### config.mk
export PLATFORM = sky130hd
export DESIGN_NAME = rsxy_cordic
export DESIGN_NICKNAME = d
export VERILOG_FILES = /design/src/rtl/rsxy_pkg.sv /design/src/rtl/rsxy_cordic.sv
export SDC_FILE = /design/constraint.sdc
export NUM_CORES = 2
export LEC_CHECK = 0
export BUFFER_PORTS_ARGS = -buffer_cell sky130_fd_sc_hd__buf_4
export CAP_MARGIN = 20
export CORE_MARGIN = 2
export CORE_UTILIZATION = 65
export CTS_CLUSTER_DIAMETER = 40
export DETAILED_ROUTE_END_ITERATION = 10
export PLACE_DENSITY = 0.9
export SLEW_MARGIN = 20
export SYNTH_ARGS = -nofsm -noshare
export SYNTH_HDL_FRONTEND = slang
export SYNTH_SLANG_ARGS = --single-unit
export TNS_END_PERCENT = 5
### constraint.sdc
create_clock -name clk -period 7.8 [get_ports clk]
set_input_delay 1.56 -clock clk [delete_from_list [all_inputs] [get_ports clk]]
set_output_delay 1.56 -clock clk [all_outputs]
set_load 0.1 [all_outputs]
### src/rtl/rsxy_pkg.sv
package rsxy_pkg;

    localparam int IDX_W        = 3;
    localparam int DIST_W       = 16;
    localparam int COORD_W      = 16;
    localparam int ANG_W        = 17;
    localparam int ORG_W        = 24;
    localparam int XY_W         = 32;
    localparam int Z_W          = 25;
    localparam int ATAN_W       = 22;
    localparam int ATAN_ENTRIES = 24;
    localparam int SUM_W        = 56;
    localparam int PROD_W       = DIST_W + 1 + XY_W;
    localparam int ORG_SHIFT    = 30;
    localparam int ROUND_SHIFT  = 38;

    localparam int FULL_TURN    = 92160;
    localparam int HALF_TURN    = 46080;
    localparam int QUARTER_TURN = 23040;
    localparam int THREE_QUARTER_TURN = 69120;
    localparam int SENSOR_STEP  = 18432;

    localparam logic signed [XY_W-1:0] INV_GAIN = 32'sd652032874;

    localparam logic [ATAN_W-1:0] ATAN_TBL [ATAN_ENTRIES] = '{
        22'd2949120, 22'd1740967, 22'd919879, 22'd466945,
        22'd234379,  22'd117304,  22'd58666,  22'd29335,
        22'd14668,   22'd7334,    22'd3667,   22'd1833,
        22'd917,     22'd458,     22'd229,    22'd115,
        22'd57,      22'd29,      22'd14,     22'd7,
        22'd4,       22'd2,       22'd1,      22'd0
    };

    localparam logic [1:0] REG_ORIGIN_X   = 2'd0;
    localparam logic [1:0] REG_ORIGIN_Y   = 2'd1;
    localparam logic [1:0] REG_BASE_ANGLE = 2'd2;

    typedef struct packed {
        logic                    neg;
        logic [DIST_W-1:0]       distance;
        logic signed [Z_W-1:0]   z;
    } ang_t;

    typedef struct packed {
        logic                    neg;
        logic [DIST_W-1:0]       distance;
        logic signed [XY_W-1:0]  x;
        logic signed [XY_W-1:0]  y;
    } rot_t;

endpackage

### src/rtl/rsxy_cordic.sv
module rsxy_cordic
    import rsxy_pkg::*;
#(
    parameter int STAGES = 16
)
(
    input  logic clk,
    input  logic rst_n,
    input  logic in_valid,
    output logic in_ready,
    input  ang_t in_data,
    output logic out_valid,
    input  logic out_ready,
    output rot_t out_data
);

    localparam int N = (STAGES < ATAN_ENTRIES) ? STAGES : ATAN_ENTRIES;

    typedef struct packed {
        logic                    neg;
        logic [DIST_W-1:0]       distance;
        logic signed [XY_W-1:0]  x;
        logic signed [XY_W-1:0]  y;
        logic signed [Z_W-1:0]   z;
    } cord_t;

    logic  vld [0:N];
    logic  rdy [0:N];
    cord_t dat [0:N];

    assign vld[0]          = in_valid;
    assign dat[0].neg      = in_data.neg;
    assign dat[0].distance = in_data.distance;
    assign dat[0].x        = INV_GAIN;
    assign dat[0].y        = '0;
    assign dat[0].z        = in_data.z;
    assign rdy[N]          = out_ready;
    assign in_ready        = rdy[0];

    genvar k;
    generate
        for (k = 0; k < N; k++)
        begin : g_stage
            logic                   v_reg;
            cord_t                  d_reg;
            cord_t                  d_next;
            logic signed [XY_W-1:0] dx;
            logic signed [XY_W-1:0] dy;
            logic signed [Z_W-1:0]  da;

            assign dx = $signed(dat[k].y) >>> k;
            assign dy = $signed(dat[k].x) >>> k;
            assign da = $signed(Z_W'(ATAN_TBL[k]));

            always_comb
            begin
                d_next = dat[k];
                if (!dat[k].z[Z_W-1])
                begin
                    d_next.x = dat[k].x - dx;
                    d_next.y = dat[k].y + dy;
                    d_next.z = dat[k].z - da;
                end
                else
                begin
                    d_next.x = dat[k].x + dx;
                    d_next.y = dat[k].y - dy;
                    d_next.z = dat[k].z + da;
                end
            end

            assign rdy[k] = !v_reg || rdy[k+1];

            always_ff @(posedge clk or negedge rst_n)
            begin
                if (!rst_n)
                begin
                    v_reg <= 1'b0;
                end
                else if (rdy[k])
                begin
                    v_reg <= vld[k];
                end
            end

            always_ff @(posedge clk)
            begin
                if (rdy[k] && vld[k])
                begin
                    d_reg <= d_next;
                end
            end

            assign vld[k+1] = v_reg;
            assign dat[k+1] = d_reg;
        end
    endgenerate

    assign out_valid         = vld[N];
    assign out_data.neg      = dat[N].neg;
    assign out_data.distance = dat[N].distance;
    assign out_data.x        = dat[N].x;
    assign out_data.y        = dat[N].y;

endmodule

==> metrics <==
Starting Density approximately 65%; drt initial violations 8780; Nets 13.3k; number of buffers inserted by port buffering 128; Setup violations, final 0; Clock transition at path regs approximately 60 ps; critical path peak fanout 6; Netlist cell types 98; post-route setup TNS 0 ps; clock skew ~65 ps; crit start category input port; die area about 190000 um^2; count leader, synth edfxtp_1; Setup Buffers After CTS 0; ys flop type edfxtp_1; Die Span X 431 um; Fin. Hold Viols 0; CTS tree yes; via count 93.4k; deepest clock path buffer count 3; dpl cell area between 100000 and 150000 um^2; Worst Max-Slew Pin Slew between 1000 and 1500 ps; period utilization between 70 and 80%; Clock Sinks ~1.6k; Slew headroom a little under a quarter; Synth top cells by count edfxtp_1 (1564), ha_1 (1321), a21oi_1 (1225), xnor2_1 (1096), nor2_1 (1004); Synth top area share between 30% and 40%; Async SR Flop Fraction between 1 and 1.5%; Worst-Skew Late Latency around 910 ps; Routed Antenna Nets 0; status completed; unrepaired setup endpoints after global routing false; wire per inst about 22 um; Critical Path AT about 4200 ps; vias in the first global route 91.3k; worst hold path class reg2reg; Mapped Nets ~13k; Max Transition Viols Final 0; Filler cells approximately 12k; routed wire length around 310000 um; Place WS about 2200 ps; final worst setup slack around 2000 ps; Ys Warns 0; row count about 160; largest net degree at the start of global routing 107; biggest area consumer among synthesized cells edfxtp_1; Die Ht ~430 um; vias per inst around 6.5; hold buffers post-CTS 0; Peak Freq 173 MHz; initial antenna violation count 5; IO Pins between 100 and 150; #FFs+latches synth ~1.6k; layout overhead on the synthesized area 9.70%; CTS root buf clkbuf_16; post-layout instance area between 100000 and 150000 um^2; Synth Cell Area 118000 um^2; Post-synth EDFFs around 1.6k; Area contributors post-synth edfxtp_1 (40%), ha_1 (14%), xnor2_1 (8.1%); CTS H-Tree Depth 4; cts repair resizes 0; hpwl dp around 230000 um; Largest register FFs between 1k and 1.5k; RD Place Congestion 0.993; total grt overflow 0; Post-Place Cells 14.0k; Critical Path RT roughly 6200 ps; Max-cap violations 0; cts bufs inserted about 240; Mapped Cells ~12k; critical path class in2out; minimum period implied by the final worst setup slack about 5800 ps; GR Util All Layers 32.6%; 1st-pass router iterations 9; element type at the critical path end output port; Syn Area/Cell between 10 and 15 um^2; layout cells sized above 1 around 6%; first-pass GRT wire length approximately 490000 um; final non-filler cell total 14.4k; core outline area roughly 180000 um^2; # DRC 0; sequential share of the synthesized area roughly 40%
-- layout by cell type, fill, tap and decap left out, types with 55 or more instances in the layout --
cell type,count
a21o_1,544
xnor2_1,1096
inv_1,500
nor2_1,1004
o21ai_0,512
nand2b_1,204
nand3_1,167
or3_1,81
nor2b_1,161
a21oi_1,1225
nor3_1,321
o21a_1,153
xor2_1,556
nor4_1,55
and2_1,61
a31oi_1,122
ha_1,1321
a211oi_1,96
o21bai_1,149
edfxtp_1,1564
nand2_1,529
nand4_1,97
clkbuf_16,236
buf_4,173
and3_1,76
-- path summary, 6_finish.rpt --
kind                                      from                            to  slack (ps)  depth (start not counted)
min                        dat[1686]$_DFFE_PP_           dat[1580]$_DFFE_PP_         410                          0
min in group asynchronous                rst_n  g_stage[5].v_reg$_DFFE_PN0P_         510                          1
max in group asynchronous                rst_n  g_stage[0].v_reg$_DFFE_PN0P_        7090                          1
min reg2reg                dat[1686]$_DFFE_PP_           dat[1580]$_DFFE_PP_         410                          0
max                                  out_ready                      in_ready        2030                         11
max reg2reg                dat[1202]$_DFFE_PP_           dat[1146]$_DFFE_PP_        2280                         18
-- cell type report --
type | count | area, um^2 | area share (%)
multi-input cells | 9348 | 68000 | 52.4
flip-flops and latches | 1580 | 47400 | 36.5
clock buffers | 254 | 5990 | 4.61
well taps | 2370 | 2970 | 2.28
clock inverters | 195 | 2330 | 1.79
inverters | 502 | 1880 | 1.45
repair buffers | 175 | 1340 | 1.03
diodes | 2 | 5.00 | 0.00385
-- per-layer routing --
| layer | part of all wire (%) | GRT usage (%) |
|---|---|---|
| met1 | 39 | 40.1 |
| met2 | 49 | 56.5 |
| met3 | 6.8 | 4.15 |
| met4 | 5.2 | 15.9 |
| met5 | 0 | 0 |
-- metrics by stage --
step	hold slack, ps	utilization (%)
after floorplan	400	-
after global placement	403	67.2
after detailed placement	405	67.2
after CTS	401	71.8
after global routing	406	71.8
final	410	71.8
-- critical path, cell delays in order --
cell	delay [ps]
buf_4	110
nor2b_1	380
nand3_1	210
nor2_1	340
and2_0	420
nand3_1	160
nor2_1	200
nand4_1	220
inv_1	130
nand4_1	190
buf_4	290
-- cells by family (layout without fill, tap and decap cells) --
kind of cell | count (synthesis) | count (layout) | synth area share, %
compound gates | 3311 | 3311 | 17.7
simple gates | 2921 | 2921 | 11.9
mux | 97 | 97 | 0.871
xor+xnor | 1653 | 1653 | 12.2
fa+ha+maj | 1365 | 1365 | 14.7
other cells | 1 | 3 | 0.00317
buf+inv | 745 | 1126 | 2.62
flops | 1580 | 1580 | 40.0
Power is left out: the tool's default activity adds up to more than one toggle a clock period on the data nets, which glitch-free logic cannot reach.
