## src/rtl/rsxy_pkg.sv

```systemverilog
package rsxy_pkg;

    localparam int IDX_W        = 3;
    localparam int DIST_W       = 16;
    localparam int COORD_W      = 16;
    localparam int ANG_W        = 17;
    localparam int ORG_W        = 24;
    localparam int XY_W         = 32;
    localparam int Z_W          = 25;
    localparam int ATAN_W       = 22;
    localparam int ATAN_ENTRIES = 24;
    localparam int SUM_W        = 56;
    localparam int PROD_W       = DIST_W + 1 + XY_W;
    localparam int ORG_SHIFT    = 30;
    localparam int ROUND_SHIFT  = 38;

    localparam int FULL_TURN    = 92160;
    localparam int HALF_TURN    = 46080;
    localparam int QUARTER_TURN = 23040;
    localparam int THREE_QUARTER_TURN = 69120;
    localparam int SENSOR_STEP  = 18432;

    localparam logic signed [XY_W-1:0] INV_GAIN = 32'sd652032874;

    localparam logic [ATAN_W-1:0] ATAN_TBL [ATAN_ENTRIES] = '{
        22'd2949120, 22'd1740967, 22'd919879, 22'd466945,
        22'd234379,  22'd117304,  22'd58666,  22'd29335,
        22'd14668,   22'd7334,    22'd3667,   22'd1833,
        22'd917,     22'd458,     22'd229,    22'd115,
        22'd57,      22'd29,      22'd14,     22'd7,
        22'd4,       22'd2,       22'd1,      22'd0
    };

    localparam logic [1:0] REG_ORIGIN_X   = 2'd0;
    localparam logic [1:0] REG_ORIGIN_Y   = 2'd1;
    localparam logic [1:0] REG_BASE_ANGLE = 2'd2;

    typedef struct packed {
        logic                    neg;
        logic [DIST_W-1:0]       distance;
        logic signed [Z_W-1:0]   z;
    } ang_t;

    typedef struct packed {
        logic                    neg;
        logic [DIST_W-1:0]       distance;
        logic signed [XY_W-1:0]  x;
        logic signed [XY_W-1:0]  y;
    } rot_t;

endpackage

```

## src/rtl/rsxy_out.sv

```systemverilog
module rsxy_out
    import rsxy_pkg::*;
(
    input  logic                      clk,
    input  logic                      rst_n,
    input  logic signed [ORG_W-1:0]   origin_x,
    input  logic signed [ORG_W-1:0]   origin_y,
    input  logic                      in_valid,
    output logic                      in_ready,
    input  rot_t                      in_data,
    output logic                      out_valid,
    input  logic                      out_ready,
    output logic signed [COORD_W-1:0] point_x,
    output logic signed [COORD_W-1:0] point_y,
    output logic                      clipped
);

    localparam int T_W = SUM_W - ROUND_SHIFT + 2;

    logic                      v1_reg;
    logic                      v2_reg;
    logic                      v3_reg;
    logic                      v4_reg;
    logic                      ready1;
    logic                      ready2;
    logic                      ready3;
    logic                      ready4;
    logic signed [XY_W-1:0]    xn_reg;
    logic signed [XY_W-1:0]    yn_reg;
    logic [DIST_W-1:0]         dist_reg;
    logic signed [PROD_W-1:0]  prodx_reg;
    logic signed [PROD_W-1:0]  prody_reg;
    logic signed [PROD_W-1:0]  prodx_next;
    logic signed [PROD_W-1:0]  prody_next;
    logic [SUM_W-1:0]          sumx_reg;
    logic [SUM_W-1:0]          sumy_reg;
    logic [SUM_W-1:0]          sumx_next;
    logic [SUM_W-1:0]          sumy_next;
    logic [COORD_W:0]          resx;
    logic [COORD_W:0]          resy;
    logic signed [COORD_W-1:0] px_reg;
    logic signed [COORD_W-1:0] py_reg;
    logic                      clip_reg;

    function automatic logic [COORD_W:0] round_sat(input logic [SUM_W-1:0] v);
        logic signed [T_W-1:0]   t;
        logic signed [T_W-2:0]   r;
        logic [COORD_W:0]        res;
        t = $signed({v[SUM_W-1], v[SUM_W-1:ROUND_SHIFT-1]}) + $signed(T_W'(1));
        r = $signed(t[T_W-1:1]);
        if (r > $signed((T_W-1)'(32767)))
        begin
            res = {1'b1, 1'b0, {(COORD_W-1){1'b1}}};
        end
        else if (r < -$signed((T_W-1)'(32768)))
        begin
            res = {1'b1, 1'b1, {(COORD_W-1){1'b0}}};
        end
        else
        begin
            res = {1'b0, r[COORD_W-1:0]};
        end
        return res;
    endfunction

    assign ready4   = !v4_reg || out_ready;
    assign ready3   = !v3_reg || ready4;
    assign ready2   = !v2_reg || ready3;
    assign ready1   = !v1_reg || ready2;
    assign in_ready = ready1;

    assign prodx_next = $signed({1'b0, dist_reg}) * yn_reg;
    assign prody_next = $signed({1'b0, dist_reg}) * xn_reg;

    assign sumx_next = {{(SUM_W-PROD_W){prodx_reg[PROD_W-1]}}, prodx_reg}
                     + {{(SUM_W-ORG_W-ORG_SHIFT){origin_x[ORG_W-1]}}, origin_x,
                        {ORG_SHIFT{1'b0}}};
    assign sumy_next = {{(SUM_W-PROD_W){prody_reg[PROD_W-1]}}, prody_reg}
                     + {{(SUM_W-ORG_W-ORG_SHIFT){origin_y[ORG_W-1]}}, origin_y,
                        {ORG_SHIFT{1'b0}}};

    assign resx = round_sat(sumx_reg);
    assign resy = round_sat(sumy_reg);

    always_ff @(posedge clk or negedge rst_n)
    begin
        if (!rst_n)
        begin
            v1_reg <= 1'b0;
            v2_reg <= 1'b0;
            v3_reg <= 1'b0;
            v4_reg <= 1'b0;
        end
        else
        begin
            if (ready1)
            begin
                v1_reg <= in_valid;
            end
            if (ready2)
            begin
                v2_reg <= v1_reg;
            end
            if (ready3)
            begin
                v3_reg <= v2_reg;
            end
            if (ready4)
            begin
                v4_reg <= v3_reg;
            end
        end
    end

    always_ff @(posedge clk)
    begin
        if (ready1 && in_valid)
        begin
            xn_reg   <= in_data.neg ? -in_data.x : in_data.x;
            yn_reg   <= in_data.neg ? -in_data.y : in_data.y;
            dist_reg <= in_data.distance;
        end
        if (ready2 && v1_reg)
        begin
            prodx_reg <= prodx_next;
            prody_reg <= prody_next;
        end
        if (ready3 && v2_reg)
        begin
            sumx_reg <= sumx_next;
            sumy_reg <= sumy_next;
        end
        if (ready4 && v3_reg)
        begin
            px_reg   <= $signed(resx[COORD_W-1:0]);
            py_reg   <= $signed(resy[COORD_W-1:0]);
            clip_reg <= resx[COORD_W] | resy[COORD_W];
        end
    end

    assign out_valid = v4_reg;
    assign point_x   = px_reg;
    assign point_y   = py_reg;
    assign clipped   = clip_reg;

endmodule
```

## config.mk

```make
export PLATFORM = sky130hd
export DESIGN_NAME = rsxy_out
export DESIGN_NICKNAME = d
export VERILOG_FILES = /design/src/rtl/rsxy_pkg.sv /design/src/rtl/rsxy_out.sv
export SDC_FILE = /design/constraint.sdc
export NUM_CORES = 2
export LEC_CHECK = 0
export BUFFER_PORTS_ARGS = -buffer_cell sky130_fd_sc_hd__buf_2
export CAP_MARGIN = 20
export CORE_MARGIN = 4
export CORE_UTILIZATION = 41
export CTS_BUF_LIST = sky130_fd_sc_hd__clkbuf_4 sky130_fd_sc_hd__clkbuf_8
export DETAILED_ROUTE_END_ITERATION = 8
export SLEW_MARGIN = 20
export SYNTH_ARGS = -nofsm -noshare
export SYNTH_HDL_FRONTEND = slang
export SYNTH_SLANG_ARGS = --single-unit
```

## constraint.sdc

```tcl
create_clock -name clk -period 8.9 [get_ports clk]
set_input_delay 1.78 -clock clk [delete_from_list [all_inputs] [get_ports clk]]
set_output_delay 1.78 -clock clk [all_outputs]
set_load 0.03 [all_outputs]
```

==> metrics.txt <==
pre-CTS setup slack=0.990 ns; DRC viols=0; CTS tree=done; # setup viols final=0; first-pass GRT wire length=180 mm; CTS Sinks=191; Reg area=0.00572 mm²; I/O pin count=168; Slew Limit Fails=0; cells on worst reg2reg path=23; largest net degree at the start of global routing=65; final WL=110 mm; layout cells sized above 1=5.75%; CTS H-Tree Depth=4; multi-input logic area=0.0327 mm²; Post-Syn Instances=4,575; Placer Congestion=0.859; Detailed Route Iter0 Violations=1,877; Rows=119; Crit path largest cell delay=1.02 ns; Syn-to-layout area delta=6.22%; Worst Path Buf+Inv=5; HP Class=reg2reg; die width=334 µm; number of buffers created by CTS=17; Worst-Skew Late Latency=0.63 ns; worst-path maximum fanout=25; Seq/Total Area, Yosys=13.1%; DR vias=30,000; asr flop ratio synth=2.09%; f_max=0.125 GHz; drt pass-1 iters=7; worst hold path depth=1; CP Class=reg2reg; Final ANT Viol Nets=0; Critical Path AT=8.32 ns; nets@finish=6,005; Crit path required time=9.24 ns; Yosys reg bits=191; Fin. Hold Viols=0; Post-CTS Setup Bufs=0; core box area=0.105 mm²; crit-path cells=buf_4, and2_1, fa_1, inv_1, fa_1, fa_1, inv_1, fa_1, fa_1, inv_1, fa_1, inv_1, ha_1, a41oi_1, o21ai_0, a2111oi_0, o31ai_1, o211ai_1, a21oi_1, a211o_1, a21o_1, a21oi_1, xnor2_1; DR vias/cell=4.97; CP endpoint kind=register; distinct cell type count after synthesis=64; outcome=completed; post-synth net total=5,962; Fill cells=10,300; Slowest-stage cell, CP=edfxtp_1; CP top delay family=adder cells; Final Critical Period=7.98 ns; Mapped Avg Cell Area=9.52 µm²; clock transition at the registers of the reported paths=0.11 ns; Post-Syn Area=0.0436 mm²; post-CTS sizing=0; RSZ-0062 raised after global routing=false; vias in the first global route=32,400; yosys warns=0; die height=334 µm; most frequent CP cell=fa_1; Final TNS setup=0 ns; number of synthesized flops with an enable pin=187; initial antenna violation count=7; critical path launch point type=register; Global Route Usage Sum=20.7%; Layout Skew=0.0468 ns; worst setup margin=0.923 ns; critical path depth in cells=23; max_slew headroom=27.0%; grt ovf=0; crit share post-route=89.6%; starting density of the core=41.3%; MaxCap Viol Count=0; Clock Root Buffer=clkbuf_8; hpwl dp=84.6 mm; Port Buffers=167; worst-margin pin slew=1.08 ns; DIE AREA=0.112 mm²; Longest Clk Path Bufs=2; top_reg_cell synth=edfxtp_1; Avg WL per Cell=18.2 µm; hold_buf cts=0
-- final timing paths --
kind / from / to / slack (ns)
worst max register to register: dist_reg[5]$_DFFE_PP_ / prody_reg[48]$_DFFE_PP_ / 0.92
min in group asynchronous: rst_n / out_valid$_DFFE_PN0P_ / 0.97
worst min register to register: v1_reg$_DFFE_PN0N_ / v2_reg$_DFFE_PN0P_ / 0.52
max in group asynchronous: rst_n / v2_reg$_DFFE_PN0P_ / 7.82
worst min-delay path: v1_reg$_DFFE_PN0N_ / v2_reg$_DFFE_PN0P_ / 0.52
worst max-delay path: dist_reg[5]$_DFFE_PP_ / prody_reg[48]$_DFFE_PP_ / 0.92
-- through the flow --
stage	utilization (%)	hold slack, ns	area, µm²	std cells
after global routing	43.9	0.539	46300	6021
final	43.9	0.516	46300	6025
after detailed placement	43.5	0.489	45900	5990
after CTS	43.9	0.515	46300	6021
after floorplan	-	0.449	43600	4575
after global placement	43.5	0.469	45900	5990
-- placed cells by master (no fill, tap or decap), drive strengths merged, types with 67 or more instances in the layout --
master,n
fa,974
buf,213
nand2,627
edfxtp,187
xnor2,126
o21ai,85
nor2,81
inv,1189
and2,466
a21oi,67
ha,280
-- worst reg2reg max path, cell delays in order, from the launching register on --
cell       delay (ns)
edfxtp_1         1.02
buf_4            0.38
and2_1           0.19
fa_1             0.39
inv_1            0.08
fa_1             0.43
fa_1             0.52
inv_1            0.06
fa_1             0.49
fa_1             0.50
inv_1            0.05
fa_1             0.47
inv_1            0.04
ha_1             0.30
a41oi_1          0.19
o21ai_0          0.13
a2111oi_0        0.63
o31ai_1          0.28
o211ai_1         0.50
a21oi_1          0.27
a211o_1          0.39
a21o_1           0.19
a21oi_1          0.16
xnor2_1          0.08
-- cells in the mapped netlist, drive strengths merged, types with 4 or more instances --
master	number	area (µm²)
a21oi	67	335
a41oi	4	35.0
ha	280	3500
nand2b	12	75.1
o21ai	85	425
edfxtp	187	5620
clkbuf	188	706
nor2	81	314
or2	4	25.0
or3	7	43.8
o211ai	6	45.0
o21bai	4	30.0
nand2	627	2350
nand4	18	113
a21o	30	225
o21a	9	67.6
nor3	19	95.1
or4	17	151
a211oi	10	75.1
inv	1184	4440
xnor2	126	1100
o41ai	8	77.6
o31ai	19	161
nand3	26	130
and4	5	43.8
and3	12	75.1
fa	974	19500
xor2	31	272
a31o	4	35.0
dfrtp	4	100
a21boi	5	37.5
a31oi	8	50.1
and2	466	2920
nor2b	15	93.8
-- kinds of logic (layout without fill, tap and decap cells) --
group,after synthesis,in the layout,share of synthesized area [%]
AO/OA/AOI/OAI,281,281,4.13
buffers and inverters,1373,1428,11.8
XOR/XNOR,157,157,3.16
other,0,4,0
AND/OR/NAND/NOR,1319,1319,14.9
flip-flops,191,191,13.1
adder cells (fa/ha/maj),1254,1254,52.8
-- routing by layer --
metal	vias to the layer above	GRT usage (%)	wire length [µm]
met5	-	0	13
met1	15500	28.5	47400
met4	2	4.53	2090
li1	13500	-	-
met3	116	5.13	9360
met2	838	33.5	50800
-- layout make-up --
cell class              instances  share of cell area, %
repair buffers                213                   2.74
clock buffers                  18                  0.522
flip-flops and latches        191                   12.4
well taps                    1391                   3.76
diodes                          4                 0.0216
inverters                    1184                   9.61
clock inverters                13                  0.325
multi-input cells            3011                   70.7
Power is not shown: default switching activity piles up to over one toggle a cycle in this logic, so the estimate is an artifact.
