`config.mk`:
```
export PLATFORM = sky130hd
export DESIGN_NAME = rsxy_angle
export DESIGN_NICKNAME = d
export VERILOG_FILES = /design/src/rtl/rsxy_pkg.sv /design/src/rtl/rsxy_angle.sv
export SDC_FILE = /design/constraint.sdc
export NUM_CORES = 1
export LEC_CHECK = 0
export BUFFER_PORTS_ARGS = -buffer_cell sky130_fd_sc_hd__buf_2
export CORE_ASPECT_RATIO = 1.75
export CORE_MARGIN = 4
export CORE_UTILIZATION = 27
export CTS_BUF_LIST = sky130_fd_sc_hd__clkbuf_8 sky130_fd_sc_hd__clkbuf_16
export CTS_CLUSTER_SIZE = 25
export DETAILED_ROUTE_END_ITERATION = 10
export PLACE_DENSITY = 0.54
export SYNTH_ARGS = -nofsm -noshare
export SYNTH_HDL_FRONTEND = slang
export SYNTH_SLANG_ARGS = --single-unit
export TNS_END_PERCENT = 10
```
`constraint.sdc`:
```
create_clock -name clk -period 2.4 [get_ports clk]
set_input_delay 0.36 -clock clk [delete_from_list [all_inputs] [get_ports clk]]
set_output_delay 0.36 -clock clk [all_outputs]
set_load 0.01 [all_outputs]
```
`src/rtl/rsxy_pkg.sv`:
```
package rsxy_pkg;

    localparam int IDX_W        = 3;
    localparam int DIST_W       = 16;
    localparam int COORD_W      = 16;
    localparam int ANG_W        = 17;
    localparam int ORG_W        = 24;
    localparam int XY_W         = 32;
    localparam int Z_W          = 25;
    localparam int ATAN_W       = 22;
    localparam int ATAN_ENTRIES = 24;
    localparam int SUM_W        = 56;
    localparam int PROD_W       = DIST_W + 1 + XY_W;
    localparam int ORG_SHIFT    = 30;
    localparam int ROUND_SHIFT  = 38;

    localparam int FULL_TURN    = 92160;
    localparam int HALF_TURN    = 46080;
    localparam int QUARTER_TURN = 23040;
    localparam int THREE_QUARTER_TURN = 69120;
    localparam int SENSOR_STEP  = 18432;

    localparam logic signed [XY_W-1:0] INV_GAIN = 32'sd652032874;

    localparam logic [ATAN_W-1:0] ATAN_TBL [ATAN_ENTRIES] = '{
        22'd2949120, 22'd1740967, 22'd919879, 22'd466945,
        22'd234379,  22'd117304,  22'd58666,  22'd29335,
        22'd14668,   22'd7334,    22'd3667,   22'd1833,
        22'd917,     22'd458,     22'd229,    22'd115,
        22'd57,      22'd29,      22'd14,     22'd7,
        22'd4,       22'd2,       22'd1,      22'd0
    };

    localparam logic [1:0] REG_ORIGIN_X   = 2'd0;
    localparam logic [1:0] REG_ORIGIN_Y   = 2'd1;
    localparam logic [1:0] REG_BASE_ANGLE = 2'd2;

    typedef struct packed {
        logic                    neg;
        logic [DIST_W-1:0]       distance;
        logic signed [Z_W-1:0]   z;
    } ang_t;

    typedef struct packed {
        logic                    neg;
        logic [DIST_W-1:0]       distance;
        logic signed [XY_W-1:0]  x;
        logic signed [XY_W-1:0]  y;
    } rot_t;

endpackage

```
`src/rtl/rsxy_angle.sv`:
```
module rsxy_angle
    import rsxy_pkg::*;
(
    input  logic              clk,
    input  logic              rst_n,
    input  logic [ANG_W-1:0]  base_angle,
    input  logic              in_valid,
    output logic              in_ready,
    input  logic [IDX_W-1:0]  sensor_index,
    input  logic [DIST_W-1:0] distance,
    output logic              out_valid,
    input  logic              out_ready,
    output ang_t              out_data
);

    localparam int SUM_A_W = ANG_W + 2;

    logic               va_reg;
    logic [ANG_W-1:0]   ang_reg;
    logic [DIST_W-1:0]  dist_reg;
    logic               vb_reg;
    ang_t               ang_out_reg;
    logic               ready_a;
    logic               ready_b;
    logic [SUM_A_W-1:0] step;
    logic [SUM_A_W-1:0] sum;
    logic [ANG_W-1:0]   ang_next;
    logic signed [ANG_W:0] s;
    ang_t               ang_out_next;

    assign ready_b  = !vb_reg || out_ready;
    assign ready_a  = !va_reg || ready_b;
    assign in_ready = ready_a;

    // The sum stays below three full turns, so at most two turns come off.
    always_comb
    begin
        step = SUM_A_W'(sensor_index) * SUM_A_W'(SENSOR_STEP);
        sum  = SUM_A_W'(base_angle) + step;
        if (sum >= SUM_A_W'(2 * FULL_TURN))
        begin
            ang_next = ANG_W'(sum - SUM_A_W'(2 * FULL_TURN));
        end
        else if (sum >= SUM_A_W'(FULL_TURN))
        begin
            ang_next = ANG_W'(sum - SUM_A_W'(FULL_TURN));
        end
        else
        begin
            ang_next = ANG_W'(sum);
        end
    end

    // Over 1/4 turn, less a half turn and negated; from 3/4 turn, less a full turn.
    always_comb
    begin
        ang_out_next.distance = dist_reg;
        if (ang_reg <= ANG_W'(QUARTER_TURN))
        begin
            s = $signed({1'b0, ang_reg});
            ang_out_next.neg = 1'b0;
        end
        else if (ang_reg < ANG_W'(THREE_QUARTER_TURN))
        begin
            s = $signed({1'b0, ang_reg}) - $signed((ANG_W + 1)'(HALF_TURN));
            ang_out_next.neg = 1'b1;
        end
        else
        begin
            s = $signed({1'b0, ang_reg}) - $signed((ANG_W + 1)'(FULL_TURN));
            ang_out_next.neg = 1'b0;
        end
        ang_out_next.z = $signed({s[Z_W-9:0], 8'b0});
    end

    always_ff @(posedge clk or negedge rst_n)
    begin
        if (!rst_n)
        begin
            va_reg <= 1'b0;
            vb_reg <= 1'b0;
        end
        else
        begin
            if (ready_a)
            begin
                va_reg <= in_valid;
            end
            if (ready_b)
            begin
                vb_reg <= va_reg;
            end
        end
    end

    always_ff @(posedge clk)
    begin
        if (ready_a && in_valid)
        begin
            ang_reg  <= ang_next;
            dist_reg <= distance;
        end
        if (ready_b && va_reg)
        begin
            ang_out_reg <= ang_out_next;
        end
    end

    assign out_valid = vb_reg;
    assign out_data  = ang_out_reg;

endmodule

```
==> run_summary.xml, run 1 <==
<?xml version="1.0" encoding="UTF-8"?>
<metrics>
  <group name="die">
    <metric name="ios" unit="">84</metric>
    <metric name="die_area" unit="mm^2">0.0143</metric>
    <metric name="effective_utilization_at_floorplan" unit="%">27.8</metric>
    <metric name="core_area" unit="mm^2">0.0121</metric>
    <metric name="chipHeight" unit="um">155</metric>
    <metric name="die-width" unit="um">92.2</metric>
    <metric name="core.rowCount" unit="">53</metric>
  </group>
  <group name="power">
    <metric name="pwr-share-clk" unit="%">33.0</metric>
    <metric name="power.internal" unit="mW">2.68</metric>
    <metric name="switching_power" unit="mW">0.963</metric>
    <metric name="leakagePower" unit="nW">1.89</metric>
    <metric name="power_frac_seq" unit="%">42.2</metric>
    <metric name="power.ir.vdd_worst" unit="uV">341</metric>
    <metric name="power_per_standard_cell_area" unit="mW/mm^2">790</metric>
    <metric name="p_total" unit="mW">3.64</metric>
    <metric name="combinationalPowerShare" unit="%">24.8</metric>
    <metric name="p_sw_share" unit="%">26.4</metric>
  </group>
  <group name="synthesis">
    <metric name="synth_enable_flop_cells" unit="">67</metric>
    <metric name="synth_fa_ha_area_share" unit="%">7.31</metric>
    <metric name="syn-mean-instance-area" unit="um^2">13.3</metric>
    <metric name="ys_top_cells_by_count" unit="">sky130_fd_sc_hd__edfxtp_1, sky130_fd_sc_hd__a21oi_1, sky130_fd_sc_hd__ha_1</metric>
    <metric name="synth_simple_gate_area_share" unit="%">11.5</metric>
    <metric name="synth_area_leader_cell" unit="">sky130_fd_sc_hd__edfxtp_1</metric>
    <metric name="yosys-top-cells-area" unit="">sky130_fd_sc_hd__edfxtp_1, sky130_fd_sc_hd__ha_1, sky130_fd_sc_hd__a21oi_1</metric>
    <metric name="synth.most_common_cell" unit="">sky130_fd_sc_hd__edfxtp_1</metric>
    <metric name="synth-compound-area-share" unit="%">13.5</metric>
    <metric name="synth.cell_area" unit="mm^2">0.00335</metric>
    <metric name="yosysUniqueCellTypes" unit="">61</metric>
    <metric name="ys_seq_elements" unit="">69</metric>
    <metric name="post-synth-top-area-fraction" unit="%">60.0</metric>
    <metric name="synthesis.instances" unit="">252</metric>
    <metric name="mux_share_of_post_synthesis_cell_area" unit="%">0.597</metric>
    <metric name="synth_flop_cell" unit="">sky130_fd_sc_hd__edfxtp_1</metric>
    <metric name="synth_warnings" unit="">0</metric>
    <metric name="synth_top_family_by_area" unit="">compound AO/OA/AOI/OAI gates</metric>
    <metric name="synthArstFlopShare" unit="%">2.90</metric>
    <metric name="seq_area_frac_synth" unit="%">61.5</metric>
    <metric name="synth-xor-area-share" unit="%">1.79</metric>
  </group>
  <group name="final_layout">
    <metric name="final_cell_area" unit="mm^2">0.00461</metric>
    <metric name="finish.utilization" unit="%">38.2</metric>
    <metric name="layout-drive-gt1-share" unit="%">41.3</metric>
    <metric name="antennaDiodeCount" unit="">0</metric>
    <metric name="number_of_flip_flops_in_the_largest_register" unit="">34</metric>
    <metric name="synthToLayoutAreaGrowth" unit="%">37.5</metric>
    <metric name="final_nets" unit="">443</metric>
  </group>
  <group name="sta">
    <metric name="timing.fmax" unit="MHz">399</metric>
    <metric name="setup-violations-final" unit="">1</metric>
    <metric name="rsz0062_at_grt" unit="">yes</metric>
    <metric name="finalMaxSlewViolations" unit="">0</metric>
    <metric name="final.setup_skew" unit="ps">3.30</metric>
    <metric name="min_period_over_period" unit="%">104</metric>
    <metric name="final.setup.worst_slack" unit="ps">-106</metric>
    <metric name="hold_viol_final" unit="">0</metric>
    <metric name="final_period_minus_worst_setup_slack" unit="ps">2510</metric>
  </group>
  <group name="worst_setup_path">
    <metric name="path_class" unit="">in2reg</metric>
    <metric name="timing.critical_path.to_type" unit="">register</metric>
    <metric name="cp.required" unit="ps">2460</metric>
    <metric name="crit_fanout" unit="">3</metric>
    <metric name="worst_setup_path_start_kind" unit="">input pin</metric>
    <metric name="worst_ep_arrival_time" unit="ps">2560</metric>
  </group>
  <group name="routing">
    <metric name="drt_first_iter_violations" unit="">47</metric>
    <metric name="drc" unit="">0</metric>
    <metric name="post_drt_via_cell_ratio" unit="">4.53</metric>
    <metric name="wire_length_per_cell_after_detailed_routing" unit="um">14.4</metric>
    <metric name="antenna_left" unit="">0</metric>
    <metric name="drt_wl_total" unit="mm">7.93</metric>
    <metric name="detailroute.via_count" unit="">2498</metric>
    <metric name="drtPass1Iterations" unit="">4</metric>
  </group>
  <group name="cts">
    <metric name="numCtsBuffers" unit="">9</metric>
    <metric name="cts_buffer_depth" unit="">2</metric>
    <metric name="htreeDepth" unit="">3</metric>
    <metric name="clk_pin_slew_worst_paths" unit="ps">50</metric>
    <metric name="cts_tree" unit="">done</metric>
    <metric name="clock_insertion_delay_worst_skew" unit="ps">320</metric>
    <metric name="cts_num_sinks" unit="">69</metric>
    <metric name="post_cts_buffers" unit="">0</metric>
    <metric name="clock-root-buffer" unit="">sky130_fd_sc_hd__clkbuf_16</metric>
  </group>
  <group name="global_routing">
    <metric name="maximum_number_of_pins_on_one_net_before_global_route_repair" unit="">35</metric>
    <metric name="global_route.overflow_total" unit="">0</metric>
    <metric name="grt_pass1_wl" unit="mm">12.8</metric>
    <metric name="gr-usage-all-layers" unit="%">11.8</metric>
    <metric name="grt_pass1_vias" unit="">2646</metric>
    <metric name="initial_antenna_violation_count" unit="">0</metric>
  </group>
  <group name="place">
    <metric name="gp_routability_congestion" unit="">0.896</metric>
    <metric name="postPlaceCellArea" unit="mm^2">0.00431</metric>
    <metric name="post-dp-hpwl" unit="mm">6.53</metric>
    <metric name="port-buffer-count" unit="">75</metric>
  </group>
  <group name="run">
    <metric name="max_cap_violations" unit="">0</metric>
  </group>
  <group name="hold_path">
    <metric name="hold_class" unit="">in2reg</metric>
  </group>
  <group name="status">
    <metric name="run_status" unit="">complete, but fails checks</metric>
    <metric name="violations" unit="">setup timing</metric>
  </group>
</metrics>
-- what timing repair did --
item	4_1_cts	5_1_grt
setup endpoints to repair	1	5
endpoints found under the hold margin	2	0
resized for setup	2	2
hold buffers	1	0
-- worst paths after layout --
| path | start | endpoint | slack, ps | cells after the start |
|---|---|---|---|---|
| worst max-delay path | sensor_index[0] | ang_reg[13]$_DFFE_PP_ | -110 | 11 |
| worst min-delay path | distance[4] | dist_reg[4]$_DFFE_PP_ | 210 | 1 |
| worst max register to register | ang_reg[12]$_DFFE_PP_ | out_data[20]$_DFFE_PP_ | 290 | 7 |
| worst min register to register | dist_reg[9]$_DFFE_PP_ | out_data[34]$_DFFE_PP_ | 410 | 0 |
| max in group asynchronous | rst_n | out_valid$_DFFE_PN0P_ | 1950 | 2 |
| min in group asynchronous | rst_n | va_reg$_DFFE_PN0N_ | 350 | 2 |
-- final cells by class --
class                      count  area [um^2]
fill                        1222         7460
sequential                    69         2060
multi-input combinational    167         1240
timing repair buffer         125          778
clock buffer                   9          225
tap                          165          206
inverter                      12         47.5
clock inverter                 5         46.3
-- power by group through the flow --
stage	clock network [mW]	logic (mW)	registers (mW)
6_report	1.20	0.905	1.54
5_1_grt	1.29	1.00	1.55
4_1_cts	1.24	0.910	1.54
3_5_place_dp	0	0.904	1.56
3_3_place_gp	0	0.887	1.56
2_1_floorplan	0	0.478	1.59
-- critical path, cell delays in order --
cell and delay, ps:
sky130_fd_sc_hd__buf_6 100, sky130_fd_sc_hd__ha_4 150, sky130_fd_sc_hd__fa_2 540, sky130_fd_sc_hd__inv_2 60, sky130_fd_sc_hd__ha_4 160, sky130_fd_sc_hd__inv_4 70, sky130_fd_sc_hd__a31oi_4 40, sky130_fd_sc_hd__or4_4 490
sky130_fd_sc_hd__a21oi_2 140, sky130_fd_sc_hd__nor3_1 50, sky130_fd_sc_hd__or4_1 390
-- logic make-up (layout without fill, tap and decap cells) --
group,count (synthesis),count (layout)
compound gates,66,66
xor+xnor,6,6
fa+ha+maj,19,19
buf+inv,23,151
flops,69,69
mux,2,2
other cells,1,8
simple gates,66,66
-- cells in the final DEF (no fill, tap or decap), drive strengths merged, types with 8 or more instances in the layout --
| cell | instances |
|---|---|
| conb | 8 |
| a21oi | 22 |
| o21ai | 10 |
| ha | 18 |
| inv | 14 |
| nor4 | 9 |
| edfxtp | 67 |
| buf | 124 |
| nand2 | 10 |
| nor2 | 11 |
| clkbuf | 9 |
-- per-layer routing --
layer	vias up	part of all wire (%)	GRT usage, %
li1	1232	-	-
met1	1160	34	11.1
met3	27	5.3	2.95
met4	0	5.6	7.80
met5	-	0	0
met2	79	55	22.0
-- stage by stage --
stage	hold slack [ps]	setup WS, ps	setup TNS (ps)	std cells
after floorplan	64.4	-393	-552	259
after global placement	145	-449	-1560	537
after detailed placement	150	-477	-1690	537
after CTS	197	-98.3	-98.3	552
after global routing	200	-162	-226	552
final	213	-106	-106	552
(Power assumes the default switching activity.)
==> run 2: changes to the inputs <==
- CELL_PAD_IN_SITES_DETAIL_PLACEMENT: default -> 1
- CELL_PAD_IN_SITES_GLOBAL_PLACEMENT: default -> 2
- PLACE_DENSITY: 0.54 -> 0.72
==> run 2 against run 1 <==
Net effect:
- the run still ends with setup timing left
- clock skew increased by 2.1 ps
- worst setup slack got worse by 62 ps
- final area increased by 0.68%
- largest power group unchanged
- via count about the same
- first-iteration DRC count increased by 49%
- non-clock buffer count unchanged
- clock-buffer cell count unchanged
- utilization increased by 0.26 points
- critical path depth unchanged
- sequential cell count unchanged
- critical path type unchanged
==> run_summary.xml, run 2 (synthesis results as in run 1) <==
<?xml version="1.0" encoding="UTF-8"?>
<metrics>
  <group name="final_layout">
    <metric name="layout_commonest_cell" unit="">sky130_fd_sc_hd__buf_2</metric>
    <metric name="multi_input_gate_area" unit="mm^2">0.00125</metric>
    <metric name="fillerInstances" unit="">1370</metric>
    <metric name="layout-drive-gt1-share" unit="%">41.9</metric>
    <metric name="final_cell_area" unit="mm^2">0.00464</metric>
    <metric name="finalNonFillerCells" unit="">554</metric>
    <metric name="final_nets" unit="">443</metric>
    <metric name="antennaDiodeCount" unit="">0</metric>
    <metric name="finish.utilization" unit="%">38.5</metric>
    <metric name="seq_cell_area" unit="mm^2">0.00206</metric>
    <metric name="final_cell_mix" unit="">sky130_fd_sc_hd__buf_2, sky130_fd_sc_hd__edfxtp_1, sky130_fd_sc_hd__buf_4, sky130_fd_sc_hd__a21oi_1, sky130_fd_sc_hd__ha_1</metric>
    <metric name="synthToLayoutAreaGrowth" unit="%">38.4</metric>
    <metric name="number_of_flip_flops_in_the_largest_register" unit="">34</metric>
  </group>
  <group name="sta">
    <metric name="setup-violations-final" unit="">2</metric>
    <metric name="rsz0062_at_grt" unit="">yes</metric>
    <metric name="min_period_over_period" unit="%">107</metric>
    <metric name="hold_viol_final" unit="">0</metric>
    <metric name="timing.fmax" unit="MHz">389</metric>
    <metric name="finalMaxSlewViolations" unit="">0</metric>
    <metric name="final.setup.worst_slack" unit="ps">-168</metric>
    <metric name="final.setup_skew" unit="ps">5.38</metric>
    <metric name="final_period_minus_worst_setup_slack" unit="ps">2570</metric>
  </group>
  <group name="cts">
    <metric name="clk_pin_slew_worst_paths" unit="ps">60</metric>
    <metric name="htreeDepth" unit="">3</metric>
    <metric name="cts_buffer_depth" unit="">2</metric>
    <metric name="clock-root-buffer" unit="">sky130_fd_sc_hd__clkbuf_16</metric>
    <metric name="cts_tree" unit="">done</metric>
    <metric name="numCtsBuffers" unit="">9</metric>
    <metric name="clock_insertion_delay_worst_skew" unit="ps">330</metric>
    <metric name="cts_num_sinks" unit="">69</metric>
    <metric name="post_cts_buffers" unit="">0</metric>
  </group>
  <group name="die">
    <metric name="die-width" unit="um">92.2</metric>
    <metric name="core.rowCount" unit="">53</metric>
    <metric name="ios" unit="">84</metric>
    <metric name="core_area" unit="mm^2">0.0121</metric>
    <metric name="chipHeight" unit="um">155</metric>
    <metric name="effective_utilization_at_floorplan" unit="%">27.8</metric>
    <metric name="die_area" unit="mm^2">0.0143</metric>
  </group>
  <group name="worst_setup_path">
    <metric name="worst_setup_path_start_kind" unit="">input pin</metric>
    <metric name="path_class" unit="">in2reg</metric>
    <metric name="worst_ep_arrival_time" unit="ps">2630</metric>
    <metric name="crit_fanout" unit="">3</metric>
    <metric name="cp.required" unit="ps">2460</metric>
    <metric name="timing.critical_path.to_type" unit="">register</metric>
  </group>
  <group name="global_routing">
    <metric name="global_route.overflow_total" unit="">0</metric>
    <metric name="maximum_number_of_pins_on_one_net_before_global_route_repair" unit="">35</metric>
    <metric name="grt_pass1_vias" unit="">2770</metric>
    <metric name="grt_pass1_wl" unit="mm">13.7</metric>
    <metric name="initial_antenna_violation_count" unit="">0</metric>
    <metric name="gr-usage-all-layers" unit="%">12.6</metric>
  </group>
  <group name="power">
    <metric name="power_frac_seq" unit="%">40.1</metric>
    <metric name="p_total" unit="mW">3.83</metric>
    <metric name="power.internal" unit="mW">2.81</metric>
    <metric name="power_per_standard_cell_area" unit="mW/mm^2">825</metric>
    <metric name="switching_power" unit="mW">1.02</metric>
    <metric name="leakagePower" unit="nW">1.90</metric>
    <metric name="p_sw_share" unit="%">26.7</metric>
    <metric name="pwr-share-clk" unit="%">35.8</metric>
    <metric name="combinationalPowerShare" unit="%">24.1</metric>
    <metric name="power.ir.vdd_worst" unit="uV">323</metric>
  </group>
  <group name="place">
    <metric name="number_of_instances_in_the_placed_design" unit="">537</metric>
    <metric name="post-dp-hpwl" unit="mm">7.22</metric>
    <metric name="port-buffer-count" unit="">75</metric>
    <metric name="postPlaceCellArea" unit="mm^2">0.00430</metric>
    <metric name="gp_routability_congestion" unit="">0.896</metric>
    <metric name="worst_slack_placed" unit="ps">-512</metric>
  </group>
  <group name="status">
    <metric name="run_status" unit="">complete, but fails checks</metric>
    <metric name="violations" unit="">setup timing</metric>
  </group>
  <group name="run">
    <metric name="max_cap_violations" unit="">0</metric>
  </group>
  <group name="hold_path">
    <metric name="hold_class" unit="">in2reg</metric>
  </group>
  <group name="routing">
    <metric name="wire_length_per_cell_after_detailed_routing" unit="um">15.8</metric>
    <metric name="antenna_left" unit="">0</metric>
    <metric name="detailroute.via_count" unit="">2497</metric>
    <metric name="drc" unit="">0</metric>
    <metric name="drt_first_iter_violations" unit="">70</metric>
    <metric name="drtPass1Iterations" unit="">4</metric>
    <metric name="post_drt_via_cell_ratio" unit="">4.51</metric>
    <metric name="drt_wl_total" unit="mm">8.75</metric>
  </group>
</metrics>
run 2: cell types whose count changed in the layout (fill, tap and decap cells not counted), sizes merged:
cell | before | now
bufinv | 1 | 2
clkinv | 2 | 1
clkinvlp | 0 | 1
inv | 14 | 15
run 2: area by class of cell:
type	instances	share of cell area, %
tap	165	4.45
sequential	69	44.4
inverter	12	1.02
clock buffer	9	4.85
clock inverter	7	2.00
multi-input combinational	167	27.0
timing repair buffer	125	16.2
run 2: timing repair:
action,CTS,global route
endpoints found under the hold margin,2,0
gates resized for setup,1,3
setup endpoints to repair,3,5
hold buffers,1,0
pin swaps,1,0
run 2: path summary, 6_finish.rpt:
kind / startpoint / end / slack, ps / cells after the start
setup / recovery: sensor_index[0] / ang_reg[13]$_DFFE_PP_ / -170 / 11
hold / removal: distance[8] / dist_reg[8]$_DFFE_PP_ / 200 / 1
setup reg to reg: ang_reg[10]$_DFFE_PP_ / out_data[21]$_DFFE_PP_ / 360 / 8
hold reg to reg: dist_reg[4]$_DFFE_PP_ / out_data[29]$_DFFE_PP_ / 420 / 0
max in group asynchronous: rst_n / out_valid$_DFFE_PN0P_ / 1940 / 2
min in group asynchronous: rst_n / va_reg$_DFFE_PN0N_ / 370 / 2
run 2: layer usage:
metal | share of wire, % | GRT usage [%]
met1 | 33 | 11.2
met2 | 60 | 26.1
met3 | 3.5 | 2.37
met5 | 0 | 0
met4 | 2.8 | 5.81
run 2: power by group through the flow:
stage	logic [mW]	clock network (mW)	registers, mW
2_1_floorplan	0.478	0	1.59
3_3_place_gp	0.901	0	1.56
3_5_place_dp	0.918	0	1.56
4_1_cts	0.927	1.41	1.54
5_1_grt	1.02	1.46	1.55
6_report	0.921	1.37	1.54
run 2: through the flow:
| step | hold slack [ps] | TNS, ps |
|---|---|---|
| CTS | 192 | -163 |
| detailed placement | 149 | -2120 |
| floorplan | 64.4 | -552 |
| finish | 204 | -175 |
| global placement | 146 | -1790 |
| global route | 187 | -548 |
run 2: worst max-delay path: stages:
cell and delay, ps:
sky130_fd_sc_hd__buf_2 120, sky130_fd_sc_hd__ha_4 160, sky130_fd_sc_hd__fa_2 550, sky130_fd_sc_hd__inv_2 60, sky130_fd_sc_hd__ha_4 160, sky130_fd_sc_hd__inv_4 70, sky130_fd_sc_hd__a31oi_4 40, sky130_fd_sc_hd__or4_4 510
sky130_fd_sc_hd__a21oi_4 140, sky130_fd_sc_hd__nor3_1 60, sky130_fd_sc_hd__or4_1 400
